### config.mk
export PLATFORM = sky130hd
export DESIGN_NAME = ecs_fifo
export DESIGN_NICKNAME = d
export VERILOG_FILES = /design/src/ecs_fifo.sv
export SDC_FILE = /design/constraint.sdc
export NUM_CORES = 1
export LEC_CHECK = 0
export CAP_MARGIN = 10
export CORE_MARGIN = 5
export CORE_UTILIZATION = 45
export CTS_CLUSTER_SIZE = 20
export DETAILED_ROUTE_END_ITERATION = 6
export DONT_BUFFER_PORTS = 1
export SLEW_MARGIN = 10
export SYNTH_ARGS = -nofsm -noshare
export SYNTH_HDL_FRONTEND = slang
export SYNTH_SLANG_ARGS = --single-unit
### constraint.sdc
create_clock -name clock -period 2 [get_ports clock]
set_input_delay 0.1 -clock clock [delete_from_list [all_inputs] [get_ports clock]]
set_output_delay 0.1 -clock clock [all_outputs]
set_load 0.005 [all_outputs]
### src/ecs_fifo.sv
// Small register queue with occupancy count.
// No dependencies; used between front and back and at the result side.
module ecs_fifo #(
   parameter int WIDTH = 8,
   parameter int DEPTH = 4
) (
   input  logic                       clock,
   input  logic                       reset,
   input  logic                       push,
   input  logic [WIDTH-1:0]           wdata,
   input  logic                       pop,
   output logic [WIDTH-1:0]           rdata,
   output logic                       empty,
   output logic [$clog2(DEPTH+1)-1:0] count
);
   localparam int PW = $clog2(DEPTH);
   localparam int CW = $clog2(DEPTH + 1);

   logic [WIDTH-1:0] mem_ff [DEPTH];
   logic [PW-1:0]    wp_ff, wp_in, rp_ff, rp_in;
   logic [CW-1:0]    count_ff, count_in;

   always_comb begin
      wp_in    = wp_ff;
      rp_in    = rp_ff;
      count_in = count_ff;
      if (push) begin
         wp_in = (wp_ff == PW'(DEPTH - 1)) ? '0 : wp_ff + 1'b1;
      end
      if (pop) begin
         rp_in = (rp_ff == PW'(DEPTH - 1)) ? '0 : rp_ff + 1'b1;
      end
      if (push && !pop) begin
         count_in = count_ff + 1'b1;
      end else if (pop && !push) begin
         count_in = count_ff - 1'b1;
      end
   end

   always_ff @(posedge clock) begin
      if (reset) begin
         wp_ff    <= '0;
         rp_ff    <= '0;
         count_ff <= '0;
      end else begin
         wp_ff    <= wp_in;
         rp_ff    <= rp_in;
         count_ff <= count_in;
      end
      if (push) begin
         mem_ff[wp_ff] <= wdata;
      end
   end

   assign rdata = mem_ff[rp_ff];
   assign empty = (count_ff == '0);
   assign count = count_ff;
endmodule

Word-level counts from Yosys, hierarchy flattened
Memories as Yosys holds them, arrays and structs flattened. A register that Yosys moved wholly into a read port is not among the register bits.
Index checks and enable logic that the tools add are counted.
Storage, ports and cells
  memories: 1
  memory bits (writable): 32
  output and inout port bits: 12
  register bits: 7
Cells by class
  eq/ne operators: 2
  reduce and logical (&&, ||, !) cells: 6
  mux-type cells: 8
  add/sub/neg operators: 4
Memory list
  mem_ff: depth 4, width 8, rd ports 1, clocked after Yosys merged registers in 1, wr ports 1, line 19  | logic [WIDTH-1:0] mem_ff [DEPTH];
Operator list (count)
  2-bit 2-to-1 mux: 4
  3-bit 2-to-1 mux: 2
  2-bit by 1-bit adder with 2-bit output (second input constant): 2
  2-bit == test (second input constant): 2
  3-bit by 1-bit adder with 3-bit output (second input constant): 1
  3-bit zero test: 1
  3-bit by 1-bit subtractor with 3-bit output (second input constant): 1
  1-bit logical AND: 2
  1-bit zero test: 2
  1-bit 2-to-1 mux: 2
  2-bit nonzero test: 1

Longest topological paths before layout
  depth in word-level cells: 4
  mapped depth: 7

Worst setup path before layout
No wires, ideal clock.
  path kind: reg2reg
  from: register count_ff[0] (netlist: count[0])
  to: register count_ff[2] (netlist: count[2])
  slack: 0.596 ns
  stages on the path, launching flop included: 5
  buffers on the path: 0
  arrival: 1.335 ns
  cell sequence: dfxtp_1 -> fa_1 -> xor2_1 -> or3_1 -> a21oi_1
Between the ends
  longest elaborated chain between the ends: 3
RTL lines
  start: declaration: line 21  | logic [CW-1:0] count_ff, count_in;
  start signal: assignment: line 48  | count_ff <= count_in;
  3-bit by 1-bit subtractor with 3-bit output: line 36  | count_in = count_ff - 1'b1;
  3-bit 2-to-1 mux: line 35  | end else if (pop && !push) begin
  3-bit 2-to-1 mux *: line 33  | if (push && !pop) begin
Every way passes the cells marked *; elsewhere a longest branch is shown, timed or not. The select of a mux whose other input is x is not followed.
A chain may end at the register's enable or synchronous reset.

==> results by group <==
Outcome
  – Status: complete, no violations

Place
  – Post-Place Cell Area: 1630 um^2
  – GP Congestion: approximately 0.65
  – Port Buf Inserts: 0
  – Placed instance count: ~130
  – HPWL after DPL: about 1600 um

Die
  – Die area: roughly 4800 um^2
  – Core Area: roughly 3400 um^2
  – Number of core rows: 21
  – Io pins: 24
  – Die X-Extent: about 70 um
  – Starting density of the core: around 47%
  – Die Height: between 60 and 70 um

STA
  – Setup TNS: 0 ns
  – Fmax: ~570 MHz
  – Number of setup violations in the final report: 0
  – Final hold viol count: 0
  – Worst Skew: approximately 0.0044 ns
  – Final period utilization: between 80% and 90%
  – Slew @ Worst Pin: ~0.56 ns
  – Slew headroom: roughly 62%
  – Post-route minimum period: about 1.7 ns
  – Final Max Tran Viols: 0
  – RSZ-0062 raised after global routing: no

Route
  – Vias per Instance: about 5.1
  – DR vias: about 750
  – Routed len/inst: around 16 um
  – DRC viols: 0
  – Initial DRT Pass Iterations: 4
  – DRT antenna net count: 0
  – Initial drt markers: 72
  – DRT Wirelength: about 2400 um

Logic synthesis
  – Synth area leaders: edfxtp_1, dfxtp_1, mux4_2
  – Synth warnings: 0
  – EDFF count, synth: 32
  – FF+latch count, synth: 41
  – Post-synth top area cell: edfxtp_1
  – Async set or reset register ratio after synthesis: 0%
  – Mapped Area: approximately 1600 um^2
  – Synth cell count leaders: edfxtp_1, dfxtp_1, mux4_2
  – Synth unique cells: 17
  – Average cell area after synthesis: between 15 and 20 um^2
  – Sequential fraction of the synthesis area: a little under three quarters
  – Synthesized Nets: 104
  – Count leader, synth: edfxtp_1
  – Synthesized instance count: 85
  – Top-area cell type share of the netlist area: roughly 60%
  – Most used DFF post-synth: edfxtp_1

GRT
  – Grt total ovfl: 0
  – First-pass GRT wire length: 4040 um
  – Vias in the first global route: a little under 800
  – Largest net degree at the start of global routing: 15
  – Initial antenna violation count: 0
  – GRT Resource Usage Total: around 11%

Power
  – Net Switching: around 380 uW
  – Leakage: 0.650 nW
  – Power Density: slightly below 1000 nW/um^2
  – Maximum vdd ir drop: 517 uV
  – Sw Share: roughly a fifth
  – Clock network power share: between 30% and 40%
  – Logic gate share of total power: a little over 8%
  – P_int: 1.44 mW
  – Flop pwr share: between 50 and 60%

Setup path
  – Startpoint types: register
  – CP Cell Sequence: mux4_2
  – WP data arrival: 1.65 ns
  – Worst r2r path cells: 4
  – Peak fanout along the critical path: 8
  – Top delay family on crit path: flip-flops
  – Reg-to-Reg Start: count[0]
  – Type of the worst setup path: register to output pin
  – CP Buf/Inv Count: 0
  – Slowest-stage cell, CP: dfxtp_1
  – Worst path max stage delay: 0.70 ns
  – Worst R2R End: count[2]
  – Setup crit end kind: output pin
  – Worst R2R Setup Slack: around 0.51 ns
  – Crit path required time: between 1.5 and 2 ns

Clock network
  – Cts hold-fix bufs: 11
  – CTS tree: built
  – Clock root cell: clkbuf_4
  – Clock Path Buffers: 2
  – Reg clk slew, reported paths: roughly 0.12 ns
  – Post_cts resized: 0
  – TritonCTS buffer count: 5
  – Skew-Pair Late Insertion Delay: between 0.3 and 0.4 ns
  – Clk sinks: between 40 and 50
  – Postcts setup bufs: 0
  – H-tree depth: 2

Finish
  – Layout cells sized above 1: between 10% and 20%
  – P&R area growth vs syn: 16.2%
  – Final cell count without fillers: ~150
  – N_diodes: 0
  – Nets: between 100 and 150
  – Fill count: between 200 and 300
  – Final Instance Area: between 1500 and 2000 um^2

Job
  – MaxCap Viol Count: 0

Worst hold path
  – Hold Path End: rp_ff[0]
  – Min-Delay Startpoint: pop
  – Min-Delay Path Class: primary input to register
  – Hold path depth: 3
-- cells in the final DEF (no fill, tap or decap) --
cell           netlist  layout
mux2i_1              4       4
edfxtp_1            32      32
a21oi_1              2       2
nor3b_1              1       1
o21ai_0              1       1
mux4_2               8       8
inv_1                4       4
fa_1                 1       1
nor2_1               7       7
and2_1               4       4
inv_6                0       1
dfxtp_1              9       9
xor2_1               2       2
or3_1                1       1
clkbuf_4             0       5
nor3_1               1       1
dlygate4sd3_1        0      11
bufinv_16            0       2
ha_1                 6       6
-- worst reg2reg max path, stage by stage (launching register included) --
cell     delay [ns]
dfxtp_1        0.39
fa_1           0.44
xor2_1         0.16
or3_1          0.32
a21oi_1        0.13
-- how the worst max path moves through the flow --
| stage | end | cells past startpoint | startpoint |
|---|---|---|---|
| global route | rdata[5] | 1 | register |
| CTS | rdata[6] | 1 | register |
| detailed placement | count[2] | 4 | count[0] |
| floorplan | count[2] | 4 | count[0] |
| global placement | count[2] | 4 | count[0] |
| finish | rdata[5] | 1 | register |
-- kinds of logic (layout without fill, tap and decap cells) --
family                   Yosys count  after routing  synth area share [%]
XOR/XNOR                           2              2                  1.10
AO/OA/AOI/OAI                      3              3                 0.944
adder cells (fa/ha/maj)            7              7                  5.98
buffers and inverters              6             23                  1.97
flip-flops                        41             41                  71.8
multiplexers                      12             12                  13.8
AND/OR/NAND/NOR                   14             14                  4.41
-- registers in the layout, summed over array words and instances (netlist names), named ones only --
name    count
mem_ff     32
count       3
rp_ff       2
wp_ff       2
-- final cells by class --
cell class                      count  area (um^2)  area share (%)
Timing Repair Buffer               11          110            5.96
Multi-Input combinational cell     38          418            22.6
Clock inverter                      3         68.8            3.72
Sequential cell                    41         1140            61.7
Clock buffer                        5         37.5            2.03
Tap cell                           46         57.6            3.11
Inverter                            4         15.0           0.812
-- power by group through the flow --
stage	clock network [mW]	logic (mW)	registers, mW
6_report	0.663	0.150	1.01
5_1_grt	0.737	0.166	1.02
4_1_cts	0.681	0.153	1.01
3_5_place_dp	0	0.128	1.03
3_3_place_gp	0	0.124	1.03
2_1_floorplan	0	0.117	1.01
-- per-layer routing --
| layer | wire (um) | up-vias | GRT usage [%] |
|---|---|---|---|
| li1 | - | 352 | - |
| met1 | 966 | 372 | 12.4 |
| met2 | 1180 | 21 | 17.5 |
| met3 | 171 | 6 | 6.23 |
| met4 | 47 | 0 | 5.21 |
| met5 | 0 | - | 0 |
-- through the flow --
stage	utilization (%)	power [mW]	setup WS [ns]	hold slack [ns]
global route	54.5	1.92	0.0570	0.0237
finish	54.5	1.82	0.251	0.0264
global placement	48.1	1.15	0.568	0.171
floorplan	-	1.13	0.596	0.169
detailed placement	48.1	1.16	0.513	0.175
CTS	54.5	1.84	0.152	0.0104
Power figures use the tool's default switching activity.
