### config.mk
export PLATFORM = sky130hd
export DESIGN_NAME = ecs_back
export DESIGN_NICKNAME = d
export VERILOG_FILES = /design/src/ecs_pkg.sv /design/src/ecs_fifo.sv /design/src/ecs_back.sv
export SDC_FILE = /design/constraint.sdc
export NUM_CORES = 2
export LEC_CHECK = 0
export BUFFER_PORTS_ARGS = -buffer_cell sky130_fd_sc_hd__buf_2
export CAP_MARGIN = 20
export CORE_AREA = 5 5 381 383
export CTS_CLUSTER_SIZE = 40
export DETAILED_ROUTE_END_ITERATION = 8
export DIE_AREA = 0 0 386 388
export GPL_TIMING_DRIVEN = 0
export PLACE_DENSITY_LB_ADDON = 0.1
export SLEW_MARGIN = 20
export SYNTH_ARGS = -nofsm -noshare
export SYNTH_HDL_FRONTEND = slang
export SYNTH_SLANG_ARGS = --single-unit
### constraint.sdc
create_clock -name clock -period 18.2 [get_ports clock]
set_input_delay 0.91 -clock clock [delete_from_list [all_inputs] [get_ports clock]]
set_output_delay 0.91 -clock clock [all_outputs]
set_load 0.005 [all_outputs]
### src/ecs_pkg.sv
// Shared types, constants and coefficient decode for the edge convolution stream unit.
// No dependencies; used by the front, the back and the top level.
package ecs_pkg;

   localparam logic [2:0] CSR_IMAGE_WIDTH  = 3'd0;
   localparam logic [2:0] CSR_IMAGE_HEIGHT = 3'd1;
   localparam logic [2:0] CSR_KERNEL_SIZE  = 3'd2;
   localparam logic [2:0] CSR_COEF_ROWS_01 = 3'd3;
   localparam logic [2:0] CSR_COEF_ROWS_23 = 3'd4;
   localparam logic [2:0] CSR_COEF_ROW_4   = 3'd5;

   localparam logic [10:0] RESET_WIDTH  = 11'd750;
   localparam logic [10:0] RESET_HEIGHT = 11'd500;

   localparam int MQ_DEPTH  = 4;
   localparam int MQ_CW     = 3;
   localparam int OUT_DEPTH = 8;
   localparam int OUT_CW    = 4;

   localparam logic [17:0] RECIP_50    = 18'd167773;
   localparam int          RECIP_SHIFT = 23;
   localparam int          DIV8_SHIFT  = 3;
   localparam logic signed [15:0] BIAS    = 16'sd128;
   localparam logic signed [15:0] PIX_MAX = 16'sd255;

   typedef struct packed {
      logic [10:0] image_width;
      logic [10:0] image_height;
      logic        kernel_size;
      logic [49:0] coef_rows_01;
      logic [49:0] coef_rows_23;
      logic [24:0] coef_row_4;
   } cfg_type;

   typedef struct packed {
      logic [9:0] col;
      logic [9:0] row;
      logic       last;
   } meta_type;

   typedef struct packed {
      logic [24:0][7:0] win;
      meta_type         meta;
   } item_type;

   typedef struct packed {
      logic [7:0] value;
      meta_type   meta;
   } rsp_type;

   function automatic logic signed [4:0] coef_at(cfg_type cfg, int r, int c);
      logic [49:0] src;
      int          idx;
      if (r < 2) begin
         src = cfg.coef_rows_01;
         idx = r * 5 + c;
      end else if (r < 4) begin
         src = cfg.coef_rows_23;
         idx = (r - 2) * 5 + c;
      end else begin
         src = {25'd0, cfg.coef_row_4};
         idx = c;
      end
      return $signed(src[5 * idx +: 5]);
   endfunction

endpackage

### src/ecs_fifo.sv
// Small register queue with occupancy count.
// No dependencies; used between front and back and at the result side.
module ecs_fifo #(
   parameter int WIDTH = 8,
   parameter int DEPTH = 4
) (
   input  logic                       clock,
   input  logic                       reset,
   input  logic                       push,
   input  logic [WIDTH-1:0]           wdata,
   input  logic                       pop,
   output logic [WIDTH-1:0]           rdata,
   output logic                       empty,
   output logic [$clog2(DEPTH+1)-1:0] count
);
   localparam int PW = $clog2(DEPTH);
   localparam int CW = $clog2(DEPTH + 1);

   logic [WIDTH-1:0] mem_ff [DEPTH];
   logic [PW-1:0]    wp_ff, wp_in, rp_ff, rp_in;
   logic [CW-1:0]    count_ff, count_in;

   always_comb begin
      wp_in    = wp_ff;
      rp_in    = rp_ff;
      count_in = count_ff;
      if (push) begin
         wp_in = (wp_ff == PW'(DEPTH - 1)) ? '0 : wp_ff + 1'b1;
      end
      if (pop) begin
         rp_in = (rp_ff == PW'(DEPTH - 1)) ? '0 : rp_ff + 1'b1;
      end
      if (push && !pop) begin
         count_in = count_ff + 1'b1;
      end else if (pop && !push) begin
         count_in = count_ff - 1'b1;
      end
   end

   always_ff @(posedge clock) begin
      if (reset) begin
         wp_ff    <= '0;
         rp_ff    <= '0;
         count_ff <= '0;
      end else begin
         wp_ff    <= wp_in;
         rp_ff    <= rp_in;
         count_ff <= count_in;
      end
      if (push) begin
         mem_ff[wp_ff] <= wdata;
      end
   end

   assign rdata = mem_ff[rp_ff];
   assign empty = (count_ff == '0);
   assign count = count_ff;
endmodule

### src/ecs_back.sv
// Back: multiply-accumulate, scale by 8 or 50, bias and clip, result queue.
// Depends on ecs_pkg and ecs_fifo.
module ecs_back (
   input  logic              clock,
   input  logic              reset,
   input  ecs_pkg::cfg_type  cfg,
   input  logic              mq_empty,
   input  ecs_pkg::item_type mq_item,
   output logic              mq_pop,
   output logic              rsp_empty,
   input  logic              rsp_pop,
   output ecs_pkg::rsp_type  rsp_word
);
   logic [3:0]               v_ff;
   ecs_pkg::meta_type        m_ff [4];
   logic signed [13:0]       prod_ff [25];
   logic signed [13:0]       prod_in [25];
   logic signed [15:0]       rsum_ff [5];
   logic signed [15:0]       rsum_in [5];
   logic signed [17:0]       total;
   logic [16:0]              abs_ff, abs3_ff;
   logic                     neg_ff, neg3_ff;
   logic [34:0]              mprod_ff;
   logic [13:0]              q;
   logic signed [15:0]       res;
   ecs_pkg::rsp_type         push_word;
   logic [ecs_pkg::OUT_CW-1:0] ocount;
   logic [ecs_pkg::OUT_CW:0]   occ;

   assign occ = {1'b0, ocount} + (ecs_pkg::OUT_CW + 1)'($countones(v_ff));
   assign mq_pop = !mq_empty && (occ < (ecs_pkg::OUT_CW + 1)'(ecs_pkg::OUT_DEPTH));

   always_comb begin
      logic [7:0]         px;
      logic signed [4:0]  cf;
      int                 alt;
      for (int r = 0; r < 5; r++) begin
         for (int c = 0; c < 5; c++) begin
            alt = (r >= 1 && r <= 3 && c >= 1 && c <= 3) ? (r + 1) * 5 + c + 1 : 0;
            cf  = ecs_pkg::coef_at(cfg, r, c);
            if (cfg.kernel_size) begin
               px = mq_item.win[r * 5 + c];
            end else if (r >= 1 && r <= 3 && c >= 1 && c <= 3) begin
               px = mq_item.win[alt];
            end else begin
               px = 8'd0;
            end
            prod_in[r * 5 + c] = $signed({1'b0, px}) * cf;
         end
      end
      for (int r = 0; r < 5; r++) begin
         rsum_in[r] = 16'(prod_ff[r * 5]) + 16'(prod_ff[r * 5 + 1]) + 16'(prod_ff[r * 5 + 2])
                    + 16'(prod_ff[r * 5 + 3]) + 16'(prod_ff[r * 5 + 4]);
      end
      total = 18'(rsum_ff[0]) + 18'(rsum_ff[1]) + 18'(rsum_ff[2])
            + 18'(rsum_ff[3]) + 18'(rsum_ff[4]);
   end

   always_ff @(posedge clock) begin
      if (reset) begin
         v_ff <= '0;
      end else begin
         v_ff <= {v_ff[2:0], mq_pop};
      end
      m_ff[0] <= mq_item.meta;
      for (int i = 1; i < 4; i++) begin
         m_ff[i] <= m_ff[i - 1];
      end
      prod_ff <= prod_in;
      rsum_ff <= rsum_in;
      neg_ff  <= total < 0;
      abs_ff  <= (total < 0) ? 17'(-total) : 17'(total);
      neg3_ff  <= neg_ff;
      abs3_ff  <= abs_ff;
      mprod_ff <= 35'(abs_ff) * 35'(ecs_pkg::RECIP_50);
   end

   always_comb begin
      q = cfg.kernel_size ? 14'(mprod_ff[34:ecs_pkg::RECIP_SHIFT])
                          : 14'(abs3_ff >> ecs_pkg::DIV8_SHIFT);
      res = neg3_ff ? ecs_pkg::BIAS + $signed({2'b0, q}) : ecs_pkg::BIAS - $signed({2'b0, q});
      priority if (res < 0) begin
         push_word.value = 8'd0;
      end else if (res > ecs_pkg::PIX_MAX) begin
         push_word.value = 8'd255;
      end else begin
         push_word.value = res[7:0];
      end
      push_word.meta = m_ff[3];
   end

   ecs_fifo #(.WIDTH($bits(ecs_pkg::rsp_type)), .DEPTH(ecs_pkg::OUT_DEPTH)) u_out (
      .clock (clock),
      .reset (reset),
      .push  (v_ff[3]),
      .wdata (push_word),
      .pop   (rsp_pop && !rsp_empty),
      .rdata (rsp_word),
      .empty (rsp_empty),
      .count (ocount)
   );
endmodule

=== Word-level counts from Yosys, hierarchy flattened ===
Memory sizes are Yosys's and may differ from the RTL's. A register that Yosys moved wholly into a read port is not among the register bits.
Index checks and enable logic that the tools add are counted.

* Register bits: 515
* Latch bits: 0
* Memory bits (writable): 316
* ROM bits: 0
* Input port bits: 373
* Logic and storage cells: 156
* Memories kept: 2

* Add/sub/neg operators: 35
* Multipliers: 26
* Divide/modulo/power cells: 0
* $lt $le $gt $ge: 4
* Equal/unequal tests: 2
* Shifts and indexed selects: 0
* Multiplexer cells: 38
* Bitwise operators: 0
* Reductions and logical operators: 10

{| class="wikitable"
|+ Memory list
! memory !! depth !! width !! read ports !! clocked after Yosys merged registers in !! wr ports !! RTL line !! RTL
|-
| u_out.mem_ff || 8 || 29 || 1 || 1 || 1 || ecs_fifo.sv:19 || <nowiki>logic [WIDTH-1:0] mem_ff [DEPTH];</nowiki>
|-
| m_ff || 4 || 21 || 4 || 0 || 4 || ecs_back.sv:15 || <nowiki>ecs_pkg::meta_type m_ff [4];</nowiki>
|}

{| class="wikitable"
|+ Operator list
! cell !! count
|-
| 9-bit by 5-bit multiplier with 14-bit output || 25
|-
| 8-bit two-way mux || 27
|-
| 16-bit by 14-bit adder with 16-bit output || 10
|-
| 15-bit by 14-bit adder with 16-bit output || 5
|-
| 14-bit by 14-bit adder with 15-bit output || 5
|-
| 18-bit by 16-bit adder with 18-bit output || 2
|-
| 17-bit by 18-bit multiplier with 35-bit output (second input constant) || 1
|-
| 17-bit by 16-bit adder with 18-bit output || 1
|-
| 18-bit by 1-bit < comparator with 1-bit output (second input constant) || 1
|-
| 16-bit by 16-bit adder with 17-bit output || 1
|-
| 17-bit two-way mux || 1
|-
| 17-bit negator || 1
|-
| 16-bit by 9-bit greater-than comparator with 1-bit output (second input constant) || 1
|-
| 16-bit by 1-bit < comparator with 1-bit output (second input constant) || 1
|-
| 16-bit two-way mux || 1
|-
| 8-bit by 14-bit adder with 15-bit output (first input constant) || 1
|-
| 8-bit by 14-bit subtractor with 15-bit output (first input constant) || 1
|-
| 14-bit two-way mux || 1
|-
| 3-bit two-way mux || 4
|-
| 4-bit two-way mux || 2
|-
| 3-bit by 1-bit adder with 3-bit output (second input constant) || 2
|-
| 3-bit == test (second input constant) || 2
|-
| 4-bit by 3-bit adder with 5-bit output || 1
|-
| 5-bit by 4-bit < comparator with 1-bit output (second input constant) || 1
|-
| 9 further kinds || 17
|}

=== Depth between registers and ports, before layout ===
* Depth after elaboration: 6
* Mapped depth: 24

=== Modules after synthesis ===
A second synthesis with hierarchy kept.

* Cells, all modules: 6917
* Area, all modules: 71243.3 µm²

{| class="wikitable"
|+ By module, submodules not included
! module !! times used !! cells an instance !! area an instance (µm²) !! sequential area each (µm²)
|-
| ecs_back || 1 || 6508 || 61789.3 || 11270.8
|-
| ecs_fifo || 1 || 409 || 9454.1 || 7226.9
|}

=== Worst setup path before layout ===
OpenSTA, ideal clock, no wires.

* Path type: input port to flip-flop
* From: input cfg[125] (netlist name)
* To: register prod_ff[55] (netlist name)
* Library setup time: 62 ps
* Data arrival time: 5976 ps
* Setup slack: 12162 ps
* Stages on the path: 22
* Path through: buf_6 buf_6 buf_2 buf_1 clkbuf_1 clkbuf_1 clkbuf_1 nand3_1 fa_1 fa_1 fa_1 inv_1 ha_1 nor2b_1 o21ai_0 a21boi_0 o21ai_0 a21boi_0 o21ai_0 a21boi_0 or4b_1 nand3_1

{| class="wikitable"
|+ RTL lines
! what !! RTL line !! RTL
|-
| start: declaration || ecs_back.sv:6 || <nowiki>input ecs_pkg::cfg_type cfg,</nowiki>
|-
| end signal: assignment || ecs_back.sv:69 || <nowiki>prod_ff <= prod_in;</nowiki>
|-
| end: declaration || ecs_back.sv:16 || <nowiki>logic signed [13:0] prod_ff [25];</nowiki>
|}

==> summary.md <==
| Metric | Value |
|---|---|
| Final period util | 0.438 |
| CTS Hold Bufs | 0 |
| Pin count of the biggest net entering global routing | 21 |
| CORE AREA | 0.141 mm^2 |
| Wire length reported by the detailed router | 186 mm |
| Worst relative slew slack | 0.194 |
| Antenna violations before repair | 60 |
| Area growth from synthesis to layout | 11.3% |
| Cell-by-cell trace of the critical path | buf_6, buf_6, buf_2, buf_1, clkbuf_2, clkbuf_1, clkbuf_1, nand2_1, nand2_1, fa_1, fa_1, fa_1, inv_1, ha_1, nor2b_1, o21ai_0, a21boi_0, o21ai_0, a21boi_0, o21ai_0, a21boi_0, or4b_1, nand3_1 |
| Number of filler cells placed in the layout | 12,500 |
| Count of pins on the block boundary | 404 |
| Slowest cell on crit path | sky130_fd_sc_hd__buf_1 |
| Post-CTS Setup Inserts | 0 |
| Final-stage net count | 9,486 |
| Leading register cell type out of synthesis | sky130_fd_sc_hd__dfxtp_1 |
| Setup clock skew after layout | 72.0 ps |
| Final setup violating endpoints | 0 |
| Storage cell area | 0.0185 mm^2 |
| Final Hold Violating Endpoints | 0 |
| Footprint of the multi-input gates | 0.0464 mm^2 |
| Number of different library cells in the post-synthesis netlist | 71 |
| Transition time at the pin with the least slew margin | 1180 ps |
| Starting density of the core | 0.497 |
| Post-Route Setup TNS | 0 ps |
| Required time at the endpoint of the critical path | 18,800 ps |
| Family with the most delay on the worst path | buffers and inverters |
| H-tree level count | 3 |
| Mean routed wirelength per cell | 20.0 um |
| YS warnings | 0 |
| EDFF count, synth | 232 |
| Y dimension of the die | 388 um |
| Count of maximum capacitance violations | 0 |
| Gate Count Post-Synth | 6,820 |
| Global route overflow | 0 |
| Class of the tightest hold or removal check | input port to flip-flop |
| Overall via count from detail_route | 48,800 |
| Synth Register Bits | 808 |
| Resize count post-CTS | 0 |
| Run status | finished, final reports clean |
| Time the worst path needs with I/O delays and setup | 7970 ps |
| Via density | 5.24 |
| Starting DRC count in detailed routing | 2,611 |
| Worst Path Max Fanout | 10 |
| DR DRC count | 0 |
| Arrival time of data at the critical path endpoint | 8570 ps |
| Global-route wire length before repair | 288 mm |
| Finished Cell Area | 0.0781 mm^2 |
| Cell area after synthesis | 0.0701 mm^2 |
| Root Buffer Master | sky130_fd_sc_hd__clkbuf_16 |
| WS Path Type | input port to flip-flop |
| Final ANT Viol Nets | 0 |
| Placement Cell Area | 0.0747 mm^2 |
| Share of cells above drive strength 1 | 0.104 |
| First-pass detailed-route iteration total | 5 |
| Global-route usage over all layers | 0.252 |
| Worst-Skew Late Latency | 710 ps |
| Num Clock Sinks | 808 |
| Kind of end point of the critical path | flip-flop |
| Combined buffer and inverter count along the critical path | 8 |
| Horizontal die dimension | 386 um |
| Number of buffer cells added on primary ports | 380 |
| Share of synthesized flip-flops with an asynchronous set or reset | 0 |
| Hold Crit Start | mq_item[7] |
| Proportion of synthesized chip area in sequential cells | 0.264 |
| Startpoint kind of the worst setup timing path | input port |
| RSZ-0062 raised after global routing | no |
| Die footprint | 0.150 mm^2 |
| Final max-slew violation count | 0 |
| Worst-path clk slew | 60 ps |
| Worst setup startpoint | cfg[125] |
| Dpl hpwl | 155 mm |
| Vias in the first global route | 50,300 |
| Clock buffers created by TritonCTS | 91 |
| TritonCTS clock tree | done |
| Clock Path Buffers | 3 |
| Critical R2R Launch | abs_ff[3]$_DFF_P_ |
| Maximum cell stage delay along the critical path | 900 ps |
| Placement row count | 138 |
| Final weighted congestion in routability-driven placement | 0.921 |
| Post-synthesis net count | 8,996 |
| Maximum clock frequency | 0.125 GHz |
| Average cell area after synthesis | 10.3 um^2 |
## layout make-up
type | instances | share of cell area
inverters | 1304 | 0.0627
clock buffers | 119 | 0.0322
repair buffers | 397 | 0.0273
diodes | 37 | 0.00119
plain buffers | 105 | 0.00553
clock inverters | 52 | 0.00958
well taps | 1890 | 0.0303
multi-input cells | 4603 | 0.594
flip-flops and latches | 808 | 0.237
## metrics by stage
stage	worst slack, ps	instances	hold WS, ps	utilization
finish	10230	9315	292	0.553
global route	9900	9290	243	0.553
CTS	10280	9277	229	0.553
detailed placement	9580	9106	312	0.530
global placement	9060	9090	310	0.528
floorplan	12160	6820	310	-
## logic make-up after synthesis
kind of cell	share of synthesized area
simple gates	0.122
flops	0.264
xor+xnor	0.0305
compound gates	0.0581
fa+ha+maj	0.412
buf+inv	0.0756
mux	0.0378
## cell usage in the layout (no fill, tap or decap), types with 10 or more instances in the layout
cell type / n
sky130_fd_sc_hd__a21boi_0: 94
sky130_fd_sc_hd__a21o_1: 46
sky130_fd_sc_hd__a21oi_1: 226
sky130_fd_sc_hd__a31oi_1: 12
sky130_fd_sc_hd__and2_1: 104
sky130_fd_sc_hd__and3_1: 313
sky130_fd_sc_hd__buf_2: 388
sky130_fd_sc_hd__bufinv_16: 11
sky130_fd_sc_hd__clkbuf_1: 97
sky130_fd_sc_hd__clkbuf_16: 91
sky130_fd_sc_hd__clkbuf_2: 10
sky130_fd_sc_hd__clkbuf_8: 13
sky130_fd_sc_hd__clkinv_2: 13
sky130_fd_sc_hd__clkinvlp_4: 12
sky130_fd_sc_hd__dfxtp_1: 576
sky130_fd_sc_hd__diode_2: 37
sky130_fd_sc_hd__edfxtp_1: 232
sky130_fd_sc_hd__fa_1: 848
sky130_fd_sc_hd__ha_1: 955
sky130_fd_sc_hd__inv_1: 1304
sky130_fd_sc_hd__mux2_2: 74
sky130_fd_sc_hd__mux2i_1: 50
sky130_fd_sc_hd__mux4_2: 58
sky130_fd_sc_hd__nand2_1: 502
sky130_fd_sc_hd__nand2b_1: 37
sky130_fd_sc_hd__nand3_1: 170
sky130_fd_sc_hd__nor2_1: 246
sky130_fd_sc_hd__nor2b_1: 147
sky130_fd_sc_hd__nor3_1: 57
sky130_fd_sc_hd__nor4_1: 12
sky130_fd_sc_hd__o211ai_1: 24
sky130_fd_sc_hd__o21ai_0: 212
sky130_fd_sc_hd__or2_2: 40
sky130_fd_sc_hd__or4_1: 23
sky130_fd_sc_hd__or4b_1: 10
sky130_fd_sc_hd__xnor2_1: 203
sky130_fd_sc_hd__xor2_1: 41
## sequential cells by signal, summed over array words and instances, names as in the netlist, 4 cells and up, named ones only
| signal | cells |
|---|---|
| u_out.mem_ff | 232 |
| prod_ff | 350 |
| u_out.count | 4 |
| m_ff | 84 |
| rsum_ff | 80 |
| mprod_ff | 12 |
| abs3_ff | 14 |
| v_ff | 4 |
| abs_ff | 17 |
## worst paths after layout
check	slack, ps	end	cells after the start
setup / recovery	10230	prod_ff[209]$_DFF_P_	23
hold / removal	290	m_ff[0][7]$_DFF_P_	1
setup reg to reg	11640	mprod_ff[32]$_DFF_P_	22
hold reg to reg	290	m_ff[3][17]$_DFF_P_	0
## metal layers
layer  wire length, um  track usage  part of all wire  vias to the layer above
met5               218            0            0.0012                        -
met4              5130       0.0673             0.027                       34
met3             12000       0.0578             0.064                      277
met2             89400        0.423              0.48                     1140
met1             79800        0.327              0.43                    24100
li1                  -            -                 -                    23300
## worst register-to-register path: stages, from the launching register on
cell and delay (ps):
sky130_fd_sc_hd__dfxtp_1 500, sky130_fd_sc_hd__fa_1 660, sky130_fd_sc_hd__inv_1 80, sky130_fd_sc_hd__fa_1 520
sky130_fd_sc_hd__inv_1 60, sky130_fd_sc_hd__fa_1 490, sky130_fd_sc_hd__inv_1 50, sky130_fd_sc_hd__fa_1 540
sky130_fd_sc_hd__inv_1 50, sky130_fd_sc_hd__fa_1 480, sky130_fd_sc_hd__inv_1 50, sky130_fd_sc_hd__fa_1 480
sky130_fd_sc_hd__inv_1 40, sky130_fd_sc_hd__ha_1 260, sky130_fd_sc_hd__nand3_1 110, sky130_fd_sc_hd__or3_1 350
sky130_fd_sc_hd__o211ai_1 100, sky130_fd_sc_hd__a21oi_1 140, sky130_fd_sc_hd__o211ai_1 320, sky130_fd_sc_hd__o21ai_0 300
sky130_fd_sc_hd__a21oi_1 450, sky130_fd_sc_hd__nor4_1 100, sky130_fd_sc_hd__a311o_1 350
## cells in the mapped netlist (all sizes together), types with 38 or more instances
library cell	number	area share
a21boi	94	0.010
a21o	46	0.0049
a21oi	227	0.016
and2	105	0.0094
and3	313	0.028
clkbuf	92	0.0049
dfxtp	576	0.16
edfxtp	232	0.099
fa	848	0.24
ha	955	0.17
inv	1304	0.070
mux2	75	0.012
mux2i	50	0.0071
mux4	58	0.019
nand2	502	0.027
nand2b	38	0.0035
nand3	170	0.012
nor2	252	0.013
nor2b	147	0.013
nor3	59	0.0042
o21ai	216	0.015
or2	40	0.0036
xnor2	203	0.025
xor2	41	0.0051
Power is left out: the tool's default activity adds up to more than one toggle a clock period on the data nets, which glitch-free logic cannot reach.
